--- config.mk ---
export PLATFORM = sky130hd
export DESIGN_NAME = ansi_key_sequence_decoder_top
export DESIGN_NICKNAME = d
export VERILOG_FILES = /design/src/hdl/akd_pkg.sv /design/src/hdl/akd_front.sv /design/src/hdl/akd_queue.sv /design/src/hdl/akd_back.sv /design/src/hdl/ansi_key_sequence_decoder_top.sv
export SDC_FILE = /design/constraint.sdc
export NUM_CORES = 1
export LEC_CHECK = 0
export BUFFER_PORTS_ARGS = -buffer_cell sky130_fd_sc_hd__buf_2
export CAP_MARGIN = 0
export CORE_AREA = 2 2 92 94
export DETAILED_ROUTE_END_ITERATION = 16
export DIE_AREA = 0 0 94 96
export GPL_TIMING_DRIVEN = 1
export PLACE_DENSITY = 0.74
export SLEW_MARGIN = 40
export SYNTH_ARGS = -nofsm -noshare
export SYNTH_HDL_FRONTEND = slang
export SYNTH_HIERARCHICAL = 1
export SYNTH_SLANG_ARGS = --single-unit
export TNS_END_PERCENT = 10
--- constraint.sdc ---
create_clock -name clk -period 5 [get_ports clk]
set_input_delay 1 -clock clk [delete_from_list [all_inputs] [get_ports clk]]
set_output_delay 1 -clock clk [all_outputs]
set_load 0.1 [all_outputs]
--- src/hdl/akd_pkg.sv ---
// Shared types and constants for the ANSI key sequence decoder.
package akd_pkg;

	// Parameter bytes counted per CSI sequence (default); only the first is stored
	localparam int PARAM_DEPTH_DEF = 8;
	// Entries in the queue between parser and output stage (default)
	localparam int QUEUE_DEPTH_DEF = 4;

	// Key codes
	localparam logic [7:0] KEY_BS    = 8'h08;
	localparam logic [7:0] KEY_LF    = 8'h0A;
	localparam logic [7:0] KEY_CR    = 8'h0D;
	localparam logic [7:0] KEY_ESC   = 8'h1B;
	localparam logic [7:0] KEY_DEL   = 8'h7F;
	localparam logic [7:0] KEY_LBRK  = 8'h5B;
	localparam logic [7:0] KEY_A     = 8'h41;
	localparam logic [7:0] KEY_B     = 8'h42;
	localparam logic [7:0] KEY_C     = 8'h43;
	localparam logic [7:0] KEY_D     = 8'h44;
	localparam logic [7:0] KEY_TILDE = 8'h7E;
	localparam logic [7:0] KEY_ZERO  = 8'h30;
	localparam logic [7:0] KEY_THREE = KEY_ZERO + 8'd3;
	// CSI final byte range
	localparam logic [7:0] FINAL_LO  = 8'h40;
	localparam logic [7:0] FINAL_HI  = 8'h7E;

	// Input opcodes
	localparam logic OP_BYTE = 1'b0;
	localparam logic OP_IDLE = 1'b1;

	typedef enum logic [1:0] {
		MODE_PLAIN = 2'd0,
		MODE_ESC   = 2'd1,
		MODE_CSI   = 2'd2
	} mode_t;

	typedef enum logic [3:0] {
		ACT_BACKSPACE = 4'd0,
		ACT_ENTER     = 4'd1,
		ACT_BACK      = 4'd2,
		ACT_UP        = 4'd3,
		ACT_DOWN      = 4'd4,
		ACT_RIGHT     = 4'd5,
		ACT_LEFT      = 4'd6,
		ACT_CLEAR     = 4'd7,
		ACT_CHAR      = 4'd8
	} action_t;

	// One result transaction
	typedef struct packed {
		action_t    action;
		logic [7:0] char_code;
	} result_t;

endpackage

--- src/hdl/akd_front.sv ---
// Front end: accepts key transactions, tracks the escape parser state, emits results.
module akd_front import akd_pkg::*; #(
	parameter int PARAM_DEPTH = PARAM_DEPTH_DEF
) (
	input  logic       clk,
	input  logic       arst_n,
	input  logic       push,
	input  logic       q_full,
	input  logic       opcode,
	input  logic [7:0] byte_value,
	output logic       wr_en,
	output result_t    wr_data
);

	localparam int CntW = $clog2(PARAM_DEPTH + 1);
	localparam logic [CntW-1:0] CntMax = CntW'(PARAM_DEPTH);

	mode_t           mode_q, mode_d;
	logic [7:0]      last_q, last_d;
	logic [7:0]      first_param_q;
	logic            first_we;
	logic [CntW-1:0] count_q, count_d;
	logic            accept;
	logic            is_final;
	logic            emit;
	action_t         act;
	logic [7:0]      ch;

	assign accept   = push && !q_full;
	assign is_final = (byte_value >= FINAL_LO) && (byte_value <= FINAL_HI);

	// Next parser state
	always_comb begin
		mode_d   = mode_q;
		last_d   = last_q;
		count_d  = count_q;
		first_we = 1'b0;
		if (opcode == OP_BYTE) begin
			unique case (mode_q)
				MODE_PLAIN: begin
					last_d = byte_value;
					if (byte_value == KEY_ESC) begin
						mode_d = MODE_ESC;
					end
				end
				MODE_ESC: begin
					if (byte_value == KEY_LBRK) begin
						mode_d = MODE_CSI;
					end else begin
						mode_d  = MODE_PLAIN;
						count_d = '0;
					end
				end
				MODE_CSI: begin
					if (is_final) begin
						mode_d  = MODE_PLAIN;
						count_d = '0;
					end else if (count_q < CntMax) begin
						first_we = (count_q == '0);
						count_d  = count_q + CntW'(1);
					end
				end
				default: begin
					mode_d  = MODE_PLAIN;
					count_d = '0;
				end
			endcase
		end
	end

	// Result decode
	always_comb begin
		emit = 1'b0;
		act  = ACT_CHAR;
		ch   = 8'h00;
		if (opcode == OP_IDLE) begin
			priority if (last_q == KEY_CR) begin
				emit = 1'b1;
				act  = ACT_ENTER;
			end else if (last_q == KEY_ESC) begin
				emit = 1'b1;
				act  = ACT_BACK;
			end else begin
				emit = 1'b0;
			end
		end else begin
			unique case (mode_q)
				MODE_PLAIN: begin
					priority if (byte_value == KEY_BS || byte_value == KEY_DEL) begin
						emit = 1'b1;
						act  = ACT_BACKSPACE;
					end else if (byte_value == KEY_LF) begin
						emit = 1'b1;
						act  = ACT_ENTER;
					end else if (byte_value == KEY_CR || byte_value == KEY_ESC) begin
						emit = 1'b0;
					end else begin
						emit = 1'b1;
						act  = ACT_CHAR;
						ch   = byte_value;
					end
				end
				MODE_CSI: begin
					if (is_final) begin
						priority if (byte_value == KEY_A) begin
							emit = 1'b1;
							act  = ACT_UP;
						end else if (byte_value == KEY_B) begin
							emit = 1'b1;
							act  = ACT_DOWN;
						end else if (byte_value == KEY_C) begin
							emit = 1'b1;
							act  = ACT_RIGHT;
						end else if (byte_value == KEY_D) begin
							emit = 1'b1;
							act  = ACT_LEFT;
						end else if (byte_value == KEY_TILDE && count_q != '0
							&& first_param_q == KEY_THREE) begin
							emit = 1'b1;
							act  = ACT_CLEAR;
						end else begin
							emit = 1'b0;
						end
					end
				end
				default: begin
					emit = 1'b0;
				end
			endcase
		end
	end

	assign wr_en             = accept && emit;
	assign wr_data.action    = act;
	assign wr_data.char_code = ch;

	// Parser state registers
	always_ff @(posedge clk or negedge arst_n) begin
		if (!arst_n) begin
			mode_q  <= MODE_PLAIN;
			last_q  <= 8'h00;
			count_q <= '0;
		end else if (accept) begin
			mode_q  <= mode_d;
			last_q  <= last_d;
			count_q <= count_d;
		end
	end

	// First CSI parameter byte, only read once count is nonzero
	always_ff @(posedge clk) begin
		if (accept && first_we) begin
			first_param_q <= byte_value;
		end
	end

	a_count_bound: assert property (@(posedge clk) disable iff (!arst_n)
		count_q <= CntMax)
		else $error("parameter count beyond depth");

	a_idle_keeps_state: assert property (@(posedge clk) disable iff (!arst_n)
		(accept && opcode == OP_IDLE) |=> ($stable(mode_q) && $stable(last_q)
			&& $stable(count_q)))
		else $error("idle transaction changed parser state");

	a_count_only_csi: assert property (@(posedge clk) disable iff (!arst_n)
		(mode_q == MODE_PLAIN) |-> (count_q == '0))
		else $error("parameter count left over in plain mode");

endmodule

--- src/hdl/akd_queue.sv ---
// Small result queue decoupling the parser from the output stage.
module akd_queue import akd_pkg::*; #(
	parameter int DEPTH = QUEUE_DEPTH_DEF
) (
	input  logic    clk,
	input  logic    arst_n,
	input  logic    wr_en,
	input  result_t wr_data,
	output logic    full,
	input  logic    rd_en,
	output logic    rd_valid,
	output result_t rd_data
);

	localparam int PtrW = (DEPTH > 1) ? $clog2(DEPTH) : 1;
	localparam int CntW = $clog2(DEPTH + 1);
	localparam logic [PtrW-1:0] PtrLast = PtrW'(DEPTH - 1);
	localparam logic [CntW-1:0] CntFull = CntW'(DEPTH);

	result_t         mem_q [DEPTH];
	logic [PtrW-1:0] wr_ptr_q, rd_ptr_q;
	logic [CntW-1:0] count_q;
	logic            do_rd;

	assign full     = (count_q == CntFull);
	assign rd_valid = (count_q != '0);
	assign rd_data  = mem_q[rd_ptr_q];
	assign do_rd    = rd_en && rd_valid;

	// Storage
	always_ff @(posedge clk) begin
		if (wr_en) begin
			mem_q[wr_ptr_q] <= wr_data;
		end
	end

	// Pointers and fill count
	always_ff @(posedge clk or negedge arst_n) begin
		if (!arst_n) begin
			wr_ptr_q <= '0;
			rd_ptr_q <= '0;
			count_q  <= '0;
		end else begin
			if (wr_en) begin
				wr_ptr_q <= (wr_ptr_q == PtrLast) ? '0 : wr_ptr_q + PtrW'(1);
			end
			if (do_rd) begin
				rd_ptr_q <= (rd_ptr_q == PtrLast) ? '0 : rd_ptr_q + PtrW'(1);
			end
			priority if (wr_en && !do_rd) begin
				count_q <= count_q + CntW'(1);
			end else if (do_rd && !wr_en) begin
				count_q <= count_q - CntW'(1);
			end else begin
				count_q <= count_q;
			end
		end
	end

	a_no_overflow: assert property (@(posedge clk) disable iff (!arst_n)
		!(wr_en && full))
		else $error("write into full queue");

	a_count_bound: assert property (@(posedge clk) disable iff (!arst_n)
		count_q <= CntFull)
		else $error("queue count beyond depth");

	a_count_track: assert property (@(posedge clk) disable iff (!arst_n)
		(wr_en && !do_rd) |=> (count_q == $past(count_q) + CntW'(1)))
		else $error("queue count missed a write");

endmodule

--- src/hdl/akd_back.sv ---
// Back end: output register that presents one result transaction at a time.
module akd_back import akd_pkg::*; (
	input  logic       clk,
	input  logic       arst_n,
	input  logic       q_valid,
	input  result_t    q_data,
	output logic       q_rd,
	output logic       empty,
	input  logic       pop,
	output logic [3:0] action,
	output logic [7:0] char_code
);

	logic    valid_q;
	result_t res_q;
	logic    load;

	// Refill when the register is free or being drained this cycle
	assign load = q_valid && (!valid_q || pop);
	assign q_rd = load;

	always_ff @(posedge clk or negedge arst_n) begin
		if (!arst_n) begin
			valid_q <= 1'b0;
		end else if (load) begin
			valid_q <= 1'b1;
		end else if (pop) begin
			valid_q <= 1'b0;
		end
	end

	always_ff @(posedge clk) begin
		if (load) begin
			res_q <= q_data;
		end
	end

	assign empty     = !valid_q;
	assign action    = res_q.action;
	assign char_code = res_q.char_code;

	a_drain_refill: assert property (@(posedge clk) disable iff (!arst_n)
		(valid_q && pop && q_valid) |=> valid_q)
		else $error("output register dropped a waiting result");

	a_hold_when_stalled: assert property (@(posedge clk) disable iff (!arst_n)
		(valid_q && !pop) |-> !q_rd)
		else $error("queue read while output stalled");

	a_idle_empty: assert property (@(posedge clk) disable iff (!arst_n)
		(!valid_q && !q_valid) |=> !valid_q)
		else $error("result appeared with nothing queued");

endmodule

--- src/hdl/ansi_key_sequence_decoder_top.sv ---
// Top level of the ANSI key sequence decoder.
//
// Input channel: an opcode (received byte or idle timeout) and byte_value are
// taken as a transaction when push is high and full is low. Result channel:
// while empty is low, action and char_code hold the oldest result; it is
// taken when pop is high. Each input transaction gives zero or one result.
//
// Throughput: one input transaction per cycle while full is low. The parser updates its mode
// state in the same cycle it accepts a byte, so bytes follow back to back.
// The accepting edge writes a result into the queue; it shows on the output once it is
// loaded into the output register, which takes it when that register is free or being popped.
//
// A stalled receiver fills the output register and then the queue
// (QUEUE_DEPTH entries); full rises only when the queue has no free slot.
// Inputs that give no result never occupy a slot.
//
// Reset (arst_n low) empties the queue and output register and returns the
// parser to plain mode with no last byte and no collected parameters.
module ansi_key_sequence_decoder_top import akd_pkg::*; #(
	parameter int PARAM_DEPTH = PARAM_DEPTH_DEF,
	parameter int QUEUE_DEPTH = QUEUE_DEPTH_DEF
) (
	input  logic       clk,
	input  logic       arst_n,
	input  logic       push,
	output logic       full,
	input  logic       opcode,
	input  logic [7:0] byte_value,
	output logic       empty,
	input  logic       pop,
	output logic [3:0] action,
	output logic [7:0] char_code
);

	logic    wr_en;
	result_t wr_data;
	logic    q_valid;
	logic    q_rd;
	result_t q_data;

	akd_front #(
		.PARAM_DEPTH(PARAM_DEPTH)
	) u_front (
		.clk       (clk),
		.arst_n    (arst_n),
		.push      (push),
		.q_full    (full),
		.opcode    (opcode),
		.byte_value(byte_value),
		.wr_en     (wr_en),
		.wr_data   (wr_data)
	);

	akd_queue #(
		.DEPTH(QUEUE_DEPTH)
	) u_queue (
		.clk     (clk),
		.arst_n  (arst_n),
		.wr_en   (wr_en),
		.wr_data (wr_data),
		.full    (full),
		.rd_en   (q_rd),
		.rd_valid(q_valid),
		.rd_data (q_data)
	);

	akd_back u_back (
		.clk      (clk),
		.arst_n   (arst_n),
		.q_valid  (q_valid),
		.q_data   (q_data),
		.q_rd     (q_rd),
		.empty    (empty),
		.pop      (pop),
		.action   (action),
		.char_code(char_code)
	);

endmodule

==> results <==
- The run finished with clean final reports.
- The number of placement rows is 33.
- The number of global-route vias before repair is 2145.
- The min-delay analysis places its worst path in the category flop to flop.
- The final design instance area without fill is 4320 sq um.
- In this run, synthesis produced a sequential element count of 90.
- The worst slew margin relative to its limit is 54.7%.
- The critical path launch point type is a primary input.
- The residual DRC count is 0.
- After synthesis, the cell types taking the most area are edfxtp_1, dfrtp_1, mux4_2.
- The top cell type by area accounts for 52.1% of the synthesized area.
- The top flip-flop cell by instance count after synthesis is edfxtp_1.
- The minimum period implied by the final worst setup slack is 3.46 ns.
- For this run, the post-layout net count is 302.
- The total of buffers placed on input and output ports is 26.
- The area added between synthesis and finish is 10.1%.
- The H-tree depth is 3.
- The number of flops mapped to enable cells by yosys is 68.
- The count of synthesis-stage warnings from yosys is 6.
- Counting instances, the worst hold path has a depth of 1.
- For the worst flop-to-flop path, the logic depth is 13.
- The fill cell instance count of the final layout is 672.
- The overall fraction of global-route tracks in use is 16.3%.
- The clock buffer count from CTS is 9.
- The worst hold margin is 0.505 ns.
- The chip width is 94 microns.
- Across the VDD grid, the largest voltage drop is 0.209 mV.
- The last weighted congestion value of the routability-driven placer is 0.890.
- The later pin in the worst-skew pair is clocked with a latency of 0.36 ns.
- The number of different library cells used by synthesis comes to 57.
- The number of antenna diodes is 0.
- The post-synthesis cell count is 250.
- The number of antenna violations at the first check in global routing is 0.
- The detail-routed net length per standard cell is 17.2 microns.
- The core utilization of the finished layout is 53.6%.
- The fraction of the yosys area taken by sequential cells is 66.1%.
- The total area of multi-input combinational cells is 1250 sq um.
- The required time of the critical path is 5.28 ns.
- The setup skew after layout is 0.0123 ns.
- The final-report setup violation count is 0.
- After clock tree synthesis, the clock-pin slew on the worst setup and hold paths is 0.09 ns.
- The number of buffers inserted for hold repair after clock tree synthesis is 0.
- The fraction of layout cells with a size suffix above 1 is 24.2%.
- The tree is rooted in a clkbuf_8.
- Detailed routing inserted a total of 2181 vias.
- Summing all placed instances gives a cell area of 4130 sq um.
- The number of cells upsized or downsized after cts is 0.
- Dividing the final minimum period by the clock period gives 69.3%.
- In the layout the commonest cells are edfxtp_1, buf_2, dfrtp_1, nor2_1, and2_1.
- Wires add up to 6.71 mm.
- For this configuration, the core starts out at a cell density of 48.7%.
- At the pin with the least slew margin, the transition time is 0.677 ns.
- The number of nets in the synthesized netlist is 272.
- The highest attainable clock frequency is 289 MHz.
- The first global-routing pass estimated 10.8 mm of wire.
- Dividing the detail-routed via count by the number of cells gives 5.59.
- The pre-antenna-repair detailed-routing pass consisted of 4 iterations.
- The critical-path maximum fanout is 9.
- For the worst setup path, the data arrival time is 3.75 ns.
- The setup TNS is 0 ns.
- Max-cap violations in this run came to 0.
- The maximum buffer depth of the clock tree is 2.
- The async set-reset flop share out of synthesis is 24.4%.
- The height of the die is 96 microns.
- For this design the static power due to leakage is 0.00157 uW.
- The post-CTS setup repair buffer count is 0.
- The sink count of the clock tree is 90.
- The biggest area consumer among synthesized cells is edfxtp_1.
- The die footprint is 9020 sq um.
- The floorplan step defined a core boundary enclosing 8050 sq um.
- The power density relative to cell area is 530 nW/um^2.
- The count of pins over their slew limit is 0.
- The start-to-end type of the worst setup path is primary input to flop.
- The endpoint type of the worst setup path is a flop.
- Across the whole layout, storage elements account for 2590 sq um.
- The CTS tree is done.
- During I/O placement, the number of pins put on the boundary was 27.
- The violation count after the first detailed-routing iteration is 113.
- For this run the aggregate overflow at the end of global routing stands at 0.
- The placed wire-length estimate is 4.70 mm.
- The maximum number of pins on one net before global-route repair is 23.
- The average cell area after synthesis is 15.7 sq um.
- Setup repair after global routing left no endpoint under its margin.
- The commonest non-fill, non-tap cell in the layout is edfxtp_1.
- The summed instance area of the synthesized netlist is 3920 sq um.
- The number of hold violations in the final report is 0.
- Once detail routing completed, the nets flagged for antenna violations numbered 0.
-- path summary, 6_finish.rpt --
| check | slack (ns) | endpoint | start |
|---|---|---|---|
| hold / removal | 0.51 | u_queue/count_q[2] | u_queue/count_q[2] |
| setup reg to reg | 1.75 | u_queue/count_q[2] | u_front/count_q[0] |
| max in group asynchronous | 4.05 | u_queue/rd_ptr_q[0] | arst_n |
| setup / recovery | 1.54 | u_queue/count_q[2] | byte_value[7] |
| min in group asynchronous | 0.59 | u_front/count_q[1] | arst_n |
| hold reg to reg | 0.51 | u_queue/count_q[2] | u_queue/count_q[2] |
-- metrics by stage --
stage	std cells	worst slack [ns]	total power [uW]
after global routing	390	1.35	2400
after detailed placement	374	0.923	1870
after global placement	374	1.01	1840
after floorplan	250	1.03	1750
final	390	1.54	2290
after CTS	390	1.30	2320
-- metal layers --
layer	global-route usage, %	up-vias	routed length (microns)
met1	20.3	1090	2850
met2	26.9	53	3380
met5	0	-	0
li1	-	1021	-
met3	4.15	17	326
met4	7.61	0	155
-- flip-flops by register name, indices dropped and copies added (netlist names) --
name / count
u_back/action: 4
u_back/char_code: 8
u_back/valid_q: 1
u_front/count_q: 4
u_front/first_param_q: 8
u_front/last_q: 8
u_front/mode_q: 2
u_queue/count_q: 3
u_queue/mem_q: 48
u_queue/rd_ptr_q: 2
u_queue/wr_ptr_q: 2
-- area by class of cell --
class                           count  share of cell area (%)
Sequential cell                    90                    60.1
Multi-Input combinational cell    145                    29.0
Timing Repair Buffer               26                    3.01
Clock inverter                      5                   0.927
Tap cell                          105                    3.04
Clock buffer                       11                    3.27
Inverter                            8                   0.695
-- critical path, cell delays in order --
cell	delay [ns]
buf_2	0.14
nand2b_1	0.21
or4_1	0.52
nor2_1	0.21
nor2_1	0.07
o31ai_2	0.48
ha_1	0.27
inv_1	0.06
fa_1	0.37
xor2_1	0.15
nor2_1	0.11
xor2_1	0.17
-- synth_stat cells (2+ instances only) --
library cell and instances:
mux4_2 8, a21oi_1 5, or3b_2 2, nand2_1 10, nor3_1 2, a21boi_0 2, nor4_1 2, nor3b_1 4
nand4_1 2, mux2_2 10, nand3_1 3, o21ai_1 2, dfrtp_1 22, or4_1 2, xor2_1 3, o41ai_1 2
mux4_1 4, ha_1 8, o21ai_0 6, o31ai_1 2, inv_1 8, and2_1 14, clkbuf_1 2, o31a_1 2
nand2b_1 6, or3_1 3, nor2_1 17, edfxtp_1 68
-- power by group --
part           internal [uW]  switching [uW]  total (uW)
Sequential               971             108        1080
Combinational            225             534         759
Clock                    197             255         451
-- kinds of logic (layout without fill, tap and decap cells) --
logic type,count (synthesis),count (layout),synth area share (%)
flip-flops,90,90,66.1
AO/OA/AOI/OAI,29,29,5.01
adder cells (fa/ha/maj),9,9,3.06
buffers and inverters,15,50,2.20
AND/OR/NAND/NOR,81,81,12.5
multiplexers,22,22,10.1
XOR/XNOR,4,4,0.894
Power figures use the tool's default switching activity.
